<file path="config.mk">
export PLATFORM = sky130hd
export DESIGN_NAME = dead_zone_residual_quantizer
export DESIGN_NICKNAME = d
export VERILOG_FILES = /design/src/sv/dzrq_pkg.sv /design/src/sv/dzrq_div_stage.sv /design/src/sv/dead_zone_residual_quantizer.sv
export SDC_FILE = /design/constraint.sdc
export NUM_CORES = 2
export LEC_CHECK = 0
export BUFFER_PORTS_ARGS = -buffer_cell sky130_fd_sc_hd__buf_2
export CELL_PAD_IN_SITES_DETAIL_PLACEMENT = 1
export CELL_PAD_IN_SITES_GLOBAL_PLACEMENT = 1
export CORE_ASPECT_RATIO = 0.5
export CORE_MARGIN = 10
export CORE_UTILIZATION = 40
export CTS_BUF_LIST = sky130_fd_sc_hd__clkbuf_8
export CTS_CLUSTER_SIZE = 8
export DETAILED_ROUTE_END_ITERATION = 16
export PLACE_DENSITY_LB_ADDON = 0.1
export SYNTH_ARGS = -nofsm -noshare
export SYNTH_HDL_FRONTEND = slang
export SYNTH_HIERARCHICAL = 1
export SYNTH_SLANG_ARGS = --single-unit
</file>
<file path="constraint.sdc">
create_clock -name clock -period 104.9 [get_ports clock]
set_input_delay 10.49 -clock clock [delete_from_list [all_inputs] [get_ports clock]]
set_output_delay 10.49 -clock clock [all_outputs]
set_load 0.005 [all_outputs]
</file>
<file path="src/sv/dzrq_pkg.sv">
// Shared types and constants of the dead-zone residual quantizer.
`timescale 1ns / 1ps

package dzrq_pkg;

   // Default pixel width of the top level.
   localparam int PIXEL_BITS_DEFAULT = 16;

   // Quotient bits produced by the divider, one per stage.
   localparam int QUOT_BITS = 15;

   // Largest code and dequantized magnitude.
   localparam logic [15:0] MAG_MAX = 16'd32767;

   // Most negative 16-bit code.
   localparam logic [15:0] CODE_MIN = 16'h8000;

   // Configuration register indexes.
   localparam logic [1:0] CSR_DEAD_ZONE  = 2'd0;
   localparam logic [1:0] CSR_QUANT_STEP = 2'd1;
   localparam logic [1:0] CSR_FRAC_BITS  = 2'd2;

   // Reset values of the configuration registers.
   localparam logic [15:0] DEAD_ZONE_RESET  = 16'd0;
   localparam logic [15:0] QUANT_STEP_RESET = 16'd256;
   localparam logic [4:0]  FRAC_BITS_RESET  = 5'd8;

   // One item as it moves down the pipeline.
   typedef struct packed {
      logic                 action;
      logic                 eof;
      logic [15:0]          prev;
      logic [15:0]          code;
      logic [15:0]          res;
      logic                 neg;
      logic                 sat;
      logic [15:0]          mag;
      logic [31:0]          rem;
      logic [QUOT_BITS-1:0] quot;
      logic [30:0]          prod;
      logic [15:0]          rr;
   } item_type;

endpackage

</file>
<file path="src/sv/dzrq_div_stage.sv">
// One stage of the restoring divider: resolves one quotient bit of an item.
`timescale 1ns / 1ps

module dzrq_div_stage #(
   parameter int BIT = 0
) (
   input  logic               clock,
   input  logic               reset,
   input  logic [15:0]        step,
   input  logic               in_valid,
   input  dzrq_pkg::item_type in_item,
   output logic               in_ready,
   output logic               out_valid,
   output dzrq_pkg::item_type out_item,
   input  logic               out_ready
);

   logic               valid_ff;
   dzrq_pkg::item_type item_ff;
   dzrq_pkg::item_type item_in;
   logic [31:0]        divisor;

   // The stage takes a new item when it is empty or its item moves on.
   assign in_ready  = !valid_ff || out_ready;
   assign out_valid = valid_ff;
   assign out_item  = item_ff;

   // Compare the remainder with the shifted step and subtract on success.
   assign divisor = 32'(step) << BIT;

   always_comb begin
      item_in = in_item;
      if (in_item.rem >= divisor) begin
         item_in.rem       = in_item.rem - divisor;
         item_in.quot[BIT] = 1'b1;
      end
   end

   always_ff @(posedge clock) begin
      if (reset) begin
         valid_ff <= 1'b0;
      end else if (in_ready) begin
         valid_ff <= in_valid;
      end
   end

   always_ff @(posedge clock) begin
      if (in_ready) begin
         item_ff <= item_in;
      end
   end

endmodule

</file>
<file path="src/sv/dead_zone_residual_quantizer.sv">
// Top level of the temporal residual coder with a dead-zone quantizer.
// Throughput: one item per cycle while rsp_stall is low; the 15-stage
// restoring divider resolves one quotient bit per stage, so every stage can hold a different item.
// A stalled output holds its stage; empty stages upstream still fill.
// Reset empties the pipeline and loads the register defaults.
`timescale 1ns / 1ps

module dead_zone_residual_quantizer #(
   parameter int PIXEL_BITS = dzrq_pkg::PIXEL_BITS_DEFAULT
) (
   input  logic        clock,
   input  logic        reset,
   input  logic        csr_write,
   input  logic [1:0]  csr_index,
   input  logic [15:0] csr_data,
   input  logic        req_valid,
   output logic        req_stall,
   input  logic        req_action,
   input  logic [15:0] req_current_pixel,
   input  logic [15:0] req_previous_pixel,
   input  logic [15:0] req_code_in,
   input  logic        req_end_of_frame,
   output logic        rsp_valid,
   input  logic        rsp_stall,
   output logic [15:0] rsp_residual,
   output logic [15:0] rsp_code,
   output logic [15:0] rsp_recon_residual,
   output logic [15:0] rsp_recon_pixel,
   output logic        rsp_saturated,
   output logic        rsp_frame_end
);

   localparam int          QB       = dzrq_pkg::QUOT_BITS;
   localparam logic [15:0] PIX_MASK = 16'((32'd1 << PIXEL_BITS) - 32'd1);

   // Configuration registers.
   logic [15:0] dead_zone_ff;
   logic [15:0] quant_step_ff;
   logic [4:0]  frac_bits_ff;
   logic [15:0] step_eff;
   logic [4:0]  frac_eff;

   always_ff @(posedge clock) begin
      if (reset) begin
         dead_zone_ff  <= dzrq_pkg::DEAD_ZONE_RESET;
         quant_step_ff <= dzrq_pkg::QUANT_STEP_RESET;
         frac_bits_ff  <= dzrq_pkg::FRAC_BITS_RESET;
      end else if (csr_write) begin
         unique case (csr_index)
            dzrq_pkg::CSR_DEAD_ZONE:  dead_zone_ff  <= csr_data;
            dzrq_pkg::CSR_QUANT_STEP: quant_step_ff <= csr_data;
            dzrq_pkg::CSR_FRAC_BITS:  frac_bits_ff  <= csr_data[4:0];
            default: ;
         endcase
      end
   end

   // A zero step acts as one; the fraction count is limited to 1..16.
   always_comb begin
      step_eff = (quant_step_ff == 16'd0) ? 16'd1 : quant_step_ff;
      if (frac_bits_ff < 5'd1) begin
         frac_eff = 5'd1;
      end else if (frac_bits_ff > 5'd16) begin
         frac_eff = 5'd16;
      end else begin
         frac_eff = frac_bits_ff;
      end
   end

   // Pipeline registers and the ready chain, from the output back.
   logic               a_valid_ff, b_valid_ff, c_valid_ff, d_valid_ff, e_valid_ff;
   dzrq_pkg::item_type a_item_ff, b_item_ff, c_item_ff, d_item_ff, e_item_ff;
   dzrq_pkg::item_type a_item_in, b_item_in, c_item_in, d_item_in, e_item_in;
   logic               a_rdy, b_rdy, c_rdy, d_rdy, e_rdy, f_rdy;
   logic               rsp_valid_ff;

   logic               div_valid [0:QB];
   dzrq_pkg::item_type div_item  [0:QB];
   logic               div_rdy   [0:QB];

   assign f_rdy = !rsp_valid_ff || !rsp_stall;
   assign e_rdy = !e_valid_ff || f_rdy;
   assign d_rdy = !d_valid_ff || e_rdy;
   assign c_rdy = !c_valid_ff || div_rdy[0];
   assign b_rdy = !b_valid_ff || c_rdy;
   assign a_rdy = !a_valid_ff || b_rdy;

   assign req_stall = !a_rdy;

   // Stage A: mask the pixels and form the wrapped residual.
   logic [15:0] cur_m;
   logic [15:0] prev_m;

   always_comb begin
      cur_m            = req_current_pixel & PIX_MASK;
      prev_m           = req_previous_pixel & PIX_MASK;
      a_item_in        = '0;
      a_item_in.action = req_action;
      a_item_in.eof    = req_end_of_frame;
      a_item_in.prev   = prev_m;
      a_item_in.code   = req_code_in;
      a_item_in.res    = req_action ? 16'd0 : 16'(cur_m - prev_m);
   end

   // Stage B: magnitude after the dead zone, or the limited decode magnitude.
   logic [15:0] abs_res;

   always_comb begin
      b_item_in = a_item_ff;
      abs_res   = a_item_ff.res[15] ? 16'(-a_item_ff.res) : a_item_ff.res;
      if (!a_item_ff.action) begin
         b_item_in.neg = a_item_ff.res[15];
         b_item_in.mag = (abs_res > dead_zone_ff) ? 16'(abs_res - dead_zone_ff) : 16'd0;
      end else begin
         b_item_in.neg = a_item_ff.code[15];
         if (a_item_ff.code == dzrq_pkg::CODE_MIN) begin
            b_item_in.mag = dzrq_pkg::MAG_MAX;
            b_item_in.sat = 1'b1;
         end else begin
            b_item_in.mag = a_item_ff.code[15] ? 16'(-a_item_ff.code) : a_item_ff.code;
         end
      end
   end

   // Stage C: scaled and rounded numerator, with the code overflow test.
   logic [31:0] numer;

   always_comb begin
      c_item_in = b_item_ff;
      numer     = (32'(b_item_ff.mag) << frac_eff) + (32'd1 << (frac_eff - 5'd1));
      if (!b_item_ff.action) begin
         c_item_in.rem  = numer;
         c_item_in.quot = '0;
         c_item_in.sat  = numer >= (32'(step_eff) << QB);
      end
   end

   // Divider: one quotient bit per stage, most significant first.
   assign div_valid[0] = c_valid_ff;
   assign div_item[0]  = c_item_ff;
   assign div_rdy[QB]  = d_rdy;

   for (genvar i = 0; i < QB; i++) begin : g_div
      dzrq_div_stage #(
         .BIT (QB - 1 - i)
      ) u_stage (
         .clock     (clock),
         .reset     (reset),
         .step      (step_eff),
         .in_valid  (div_valid[i]),
         .in_item   (div_item[i]),
         .in_ready  (div_rdy[i]),
         .out_valid (div_valid[i+1]),
         .out_item  (div_item[i+1]),
         .out_ready (div_rdy[i+1])
      );
   end

   // Stage D: limit the code magnitude and multiply it by the step.
   logic [15:0] mag_d;

   always_comb begin
      d_item_in = div_item[QB];
      mag_d     = div_item[QB].mag;
      if (!div_item[QB].action) begin
         mag_d = div_item[QB].sat ? dzrq_pkg::MAG_MAX : 16'(div_item[QB].quot);
         d_item_in.mag  = mag_d;
         d_item_in.code = div_item[QB].neg ? 16'(-mag_d) : mag_d;
      end
      d_item_in.prod = 31'(32'(mag_d) * 32'(step_eff));
   end

   // Stage E: drop the fraction, add half the dead zone, limit and sign.
   logic [31:0] recon_mag;
   logic [15:0] rmag;

   always_comb begin
      e_item_in = d_item_ff;
      recon_mag = (32'(d_item_ff.prod) >> frac_eff) + 32'(dead_zone_ff >> 1);
      rmag      = 16'd0;
      if (d_item_ff.mag != 16'd0) begin
         if (recon_mag > 32'(dzrq_pkg::MAG_MAX)) begin
            rmag          = dzrq_pkg::MAG_MAX;
            e_item_in.sat = 1'b1;
         end else begin
            rmag = recon_mag[15:0];
         end
      end
      e_item_in.rr = d_item_ff.neg ? 16'(-rmag) : rmag;
   end

   // Stage F: add the previous pixel and clamp into the pixel range.
   logic signed [17:0] pix_sum;
   logic [15:0]        pix_in;

   always_comb begin
      pix_sum = $signed({2'b00, e_item_ff.prev}) + $signed({{2{e_item_ff.rr[15]}}, e_item_ff.rr});
      if (pix_sum < 18'sd0) begin
         pix_in = 16'd0;
      end else if (pix_sum > $signed({2'b00, PIX_MASK})) begin
         pix_in = PIX_MASK;
      end else begin
         pix_in = pix_sum[15:0];
      end
   end

   // Valid bits of the stages in the top level.
   always_ff @(posedge clock) begin
      if (reset) begin
         a_valid_ff   <= 1'b0;
         b_valid_ff   <= 1'b0;
         c_valid_ff   <= 1'b0;
         d_valid_ff   <= 1'b0;
         e_valid_ff   <= 1'b0;
         rsp_valid_ff <= 1'b0;
      end else begin
         if (a_rdy) a_valid_ff <= req_valid;
         if (b_rdy) b_valid_ff <= a_valid_ff;
         if (c_rdy) c_valid_ff <= b_valid_ff;
         if (d_rdy) d_valid_ff <= div_valid[QB];
         if (e_rdy) e_valid_ff <= d_valid_ff;
         if (f_rdy) rsp_valid_ff <= e_valid_ff;
      end
   end

   // Payload of the stages and the output register.
   always_ff @(posedge clock) begin
      if (a_rdy) a_item_ff <= a_item_in;
      if (b_rdy) b_item_ff <= b_item_in;
      if (c_rdy) c_item_ff <= c_item_in;
      if (d_rdy) d_item_ff <= d_item_in;
      if (e_rdy) e_item_ff <= e_item_in;
      if (f_rdy) begin
         rsp_residual       <= e_item_ff.res;
         rsp_code           <= e_item_ff.code;
         rsp_recon_residual <= e_item_ff.rr;
         rsp_recon_pixel    <= pix_in;
         rsp_saturated      <= e_item_ff.sat;
         rsp_frame_end      <= e_item_ff.eof;
      end
   end

   assign rsp_valid = rsp_valid_ff;

endmodule

</file>
After elaboration in Yosys (flattened, before gate mapping):

Index checks and enable logic that the tools add are counted.

* reduce and logical (&&, ||, !) cells: 50
* magnitude comparators: 22
* shifts and indexed selects: 3
* multipliers: 1
* mux-type cells: 35
* $add $sub $neg: 24
* eq/ne operators: 3

Operators by type and width (count)
* $mux W32: 13
* $mux W16: 13
* $neg A16 Y16: 3
* $mux W33: 1
* $add A32 B15 Y32: 1
* $add A32 B32 Y32: 1
* $ge A32 B16 Y1: 1
* $ge A32 B17 Y1: 1
* $ge A32 B18 Y1: 1
* $ge A32 B19 Y1: 1
* $ge A32 B20 Y1: 1
* $ge A32 B21 Y1: 1
* $ge A32 B22 Y1: 1
* $ge A32 B23 Y1: 1
* $ge A32 B24 Y1: 1
* $ge A32 B25 Y1: 1
* $ge A32 B26 Y1: 1
* $ge A32 B27 Y1: 1
* $ge A32 B28 Y1: 1
* $ge A32 B29 Y1: 1
* $ge A32 B30 Y1: 1
* $ge A32 B31 Y1: 1
* $gt A32 B15 Y1 const B: 1
* $shl A1 B5 Y32 const A: 1
* 38 further kinds: 88

* logic and storage cells: 367
* bits in registers: 2094
* output and inout bits: 68

Longest topological paths before layout:

* word-level depth: 23
* mapped depth: 34

Hierarchy:

The synthesis kept the hierarchy.

By module, submodules not included
* dead_zone_residual_quantizer: cells an instance 3182, area each 33614.7 µm², times used 1
* dzrq_div_stage (g_div[14].u_stage): cells an instance 384, area each 6401.1 µm², times used 1
* dzrq_div_stage (g_div[12].u_stage): cells an instance 384, area each 6376.1 µm², times used 1
* dzrq_div_stage (g_div[11].u_stage): cells an instance 387, area each 6371.1 µm², times used 1
* dzrq_div_stage (g_div[10].u_stage): cells an instance 387, area each 6327.3 µm², times used 1
* dzrq_div_stage (g_div[9].u_stage): cells an instance 374, area each 6314.8 µm², times used 1
* dzrq_div_stage (g_div[13].u_stage): cells an instance 383, area each 6308.6 µm², times used 1
* dzrq_div_stage (g_div[7].u_stage): cells an instance 378, area each 6298.5 µm², times used 1
* dzrq_div_stage (g_div[8].u_stage): cells an instance 357, area each 6274.8 µm², times used 1
* dzrq_div_stage (g_div[6].u_stage): cells an instance 366, area each 6268.5 µm², times used 1
* dzrq_div_stage (g_div[4].u_stage): cells an instance 333, area each 6184.7 µm², times used 1
* dzrq_div_stage (g_div[5].u_stage): cells an instance 362, area each 6168.4 µm², times used 1
* dzrq_div_stage (g_div[0].u_stage): cells an instance 351, area each 6123.4 µm², times used 1
* dzrq_div_stage (g_div[1].u_stage): cells an instance 347, area each 6113.4 µm², times used 1
* +2 rows

Worst setup path before layout:

OpenSTA, ideal clock, no wires.

* path type: input to output
* start point: input port rsp_stall
* end point: output port req_stall
* data required time: 94.410 ns
* cell stages on the path: 20
* arrival time: 75.668 ns
* path slack: 18.742 ns
* path through: and3_1 -> nand2_1 -> nand2b_1 -> nand2b_1 -> nand2b_1 -> nand2b_1 -> nand2b_1 -> nand2b_1 -> nand2b_1 -> nand2b_1 -> nand2b_1 -> nand2b_1 -> nand2b_1 -> nand2b_1 -> nand2b_1 -> nand2b_1 -> nand2b_1 -> nor2b_1 -> nand3_1 -> inv_1

RTL lines
* start, declared: line dead_zone_residual_quantizer.sv:24 `input logic rsp_stall,`
* end, declared: line dead_zone_residual_quantizer.sv:17 `output logic req_stall,`

==> impl_metrics.ini <==
[placement]
dp_cells = 11300
gp_congestion = 0.847
postPlaceCellArea_um2 = 109000
numPortBuffers = 140
dp_hpwl_mm = 208

[cells_and_area]
area_growth_pct = 10.2
nets = 8876
final_area_um2 = 115000
layout-drive-gt1-share = 0.106
fin_cells = 11800
utilization = 0.443

[timing]
timing.fmax_mhz = 29.6
final_hold_viol_count = 0
setup-violations-final = 0
tns_ns = 0
worst_pin_slew_ns = 1.28
post-route-min-period_ns = 33.82
slew_headroom = 0.146
skew_ns = 0.110
timing.final.crit_share = 0.322
grt_setup_unrepaired = false
report.final.slew_viol_count = 0

[setup_path]
cpMostUsedCell = nand2b_4
cp_max_fo = 70
worstSetupPathType = input port to output pin
worstReg2RegStart = rsp_valid
arrival_ns = 23.33
crit_slowest_cell = nand2b_4
path_buf_inv = 4
critical_path.top_delay_family = simple AND/OR/NAND/NOR gates
cp_cell_sequence = buf_2 > and3_1 > nand2_4 > nand2b_4 > nand2b_4 > nand2b_4 > nand2b_4 > nand2b_4 > nand2b_4 > nand2b_4 > buf_4 > nand2b_4 > nand2b_4 > nand2b_4 > nand2b_4 > nand2b_4 > nand2b_4 > nand2b_4 > nand2b_4 > nor2b_1 > nand3_4 > inv_1 > buf_2
reg2reg_depth = 21
max_stage_delay_ns = 0.87
regToRegSetupSlack_ns = 90.49
end_kind = output pin
startpoint_type = input port
rr_endpoint = c_item_ff[149]
required_ns = 94.41

[hold_path]
worst_hold_path_type = flop to flop
worstHoldEndpoint = g_div[1].u_stage/out_item[152]
min_from = g_div[0].u_stage/out_item[152]
hold_depth = 0

[drt]
dr_wl_met3_mm = 15.9
wl_met1_mm = 137
drtIter0Drc = 5659
routed_wl_mm = 284
wl_per_cell_um = 24.1
drc = 0
ant_nets = 0
first_pass_iters = 5
highest_layer = met5
viasPerCell = 5.26
vias = 62000
wl_met2_mm = 122

[floorplan]
start_util = 0.402
die-area_um2 = 283000
die_x_um = 742
core_um2 = 259000
die_h_um = 381
fp-row-count = 132
num_io_pins = 141

[global_route]
gr-total-overflow = 0
antenna_found_initial = 30
grt_pass1_vias = 63000
grt_util_all_layers = 0.196
grt_max_degree = 74
grt_pass1_wl_mm = 418

[cts]
cts_max_path_buffers = 4
cts-htree-levels = 5
cts.sinks = 2199
clk_latency_ns = 1.01
cts_hold_buf = 0
clkTransAtPathRegs_ns = 0.06
cts_made_buffers = 340
root_buffer = clkbuf_8
cts_tree = built
cts_resized = 0
post-cts-setup-buffers = 0

[power]
vdd_drop_max_v = 0.0000117
intPower_mw = 1.90
seqPwrFrac = 0.457
combPwrFrac = 0.316
power.switching_mw = 0.999
p_leak_nw = 44.9
p_per_area_nw_per_um2 = 25.2
p_clk_frac = 0.227
swShare = 0.345

[yosys]
synth_area_per_cell_um2 = 13.4
synth_cells = 7779
yosysWarnings = 6
syn_area_um2 = 104000

[run]
cap_viol_max_count = 0

[run_status]
status = finished clean
final cells by class:
type                    count  area (um^2)
diodes                      6         15.0
clock buffers             353         4860
multi-input cells        4705        35400
repair buffers            223         1320
fillers                 26800       144000
clock inverters           160          948
well taps                3484         4360
flip-flops and latches   2199        65500
inverters                 665         2500
through the flow:
step | total power, mW | hold WS [ns] | setup WS (ns)
2_1_floorplan | 1.94 | 0.400 | 35.90
3_3_place_gp | 2.24 | 0.401 | 70.95
3_5_place_dp | 2.25 | 0.405 | 70.70
4_1_cts | 2.93 | 0.368 | 70.68
5_1_grt | 3.09 | 0.391 | 69.76
6_report | 2.90 | 0.379 | 71.08
worst max path at each step:
stage | from | end | slack (ns) | cells after the start
finish | rsp_stall | req_stall | 71.08 | 23
detailed placement | rsp_stall | req_stall | 70.70 | 23
floorplan | rsp_stall | req_stall | 35.90 | 20
CTS | rsp_stall | req_stall | 70.68 | 23
global route | rsp_stall | req_stall | 69.76 | 23
global placement | rsp_stall | req_stall | 70.95 | 23
per-layer routing:
metal,GRT usage,vias up
met2,0.291,1431
met1,0.294,31100
met5,0,-
met4,0.0581,2
met3,0.0316,381
li1,-,29100
power by group through the flow:
stage	registers [mW]	clock network, mW	logic (mW)
CTS	1.33	0.684	0.914
detailed placement	1.34	0	0.906
floorplan	1.26	0	0.681
global placement	1.34	0	0.900
global route	1.34	0.723	1.02
finish	1.32	0.658	0.915
state kept, by name, summed over array words and instances (netlist names), 50 cells and up:
register	flops
e_item_ff	66
a_item_ff	50
d_item_ff	98
b_item_ff	68
g_div.u_stage/out_item	1693
c_item_ff	100
layout by cell type, fill, tap and decap left out, types with 42 or more instances in the layout:
master and count:
a211oi_1 52, a21o_1 107, a21oi_1 485, and2_1 127, and3_1 43, buf_2 140, buf_4 83, clkbuf_8 353
dfxtp_1 42, edfxtp_1 2141, fa_1 213, ha_1 456, inv_1 760, mux2i_1 80, nand2_1 624, nand2b_1 67
nand3_1 88, nand4_1 58, nor2_1 431, nor2b_1 65, nor3_1 112, nor4_1 57, o211ai_1 52, o21a_1 58
o21ai_0 296, xnor2_1 254, xor2_1 175
Note: power is estimated with default switching activity, not from simulation.
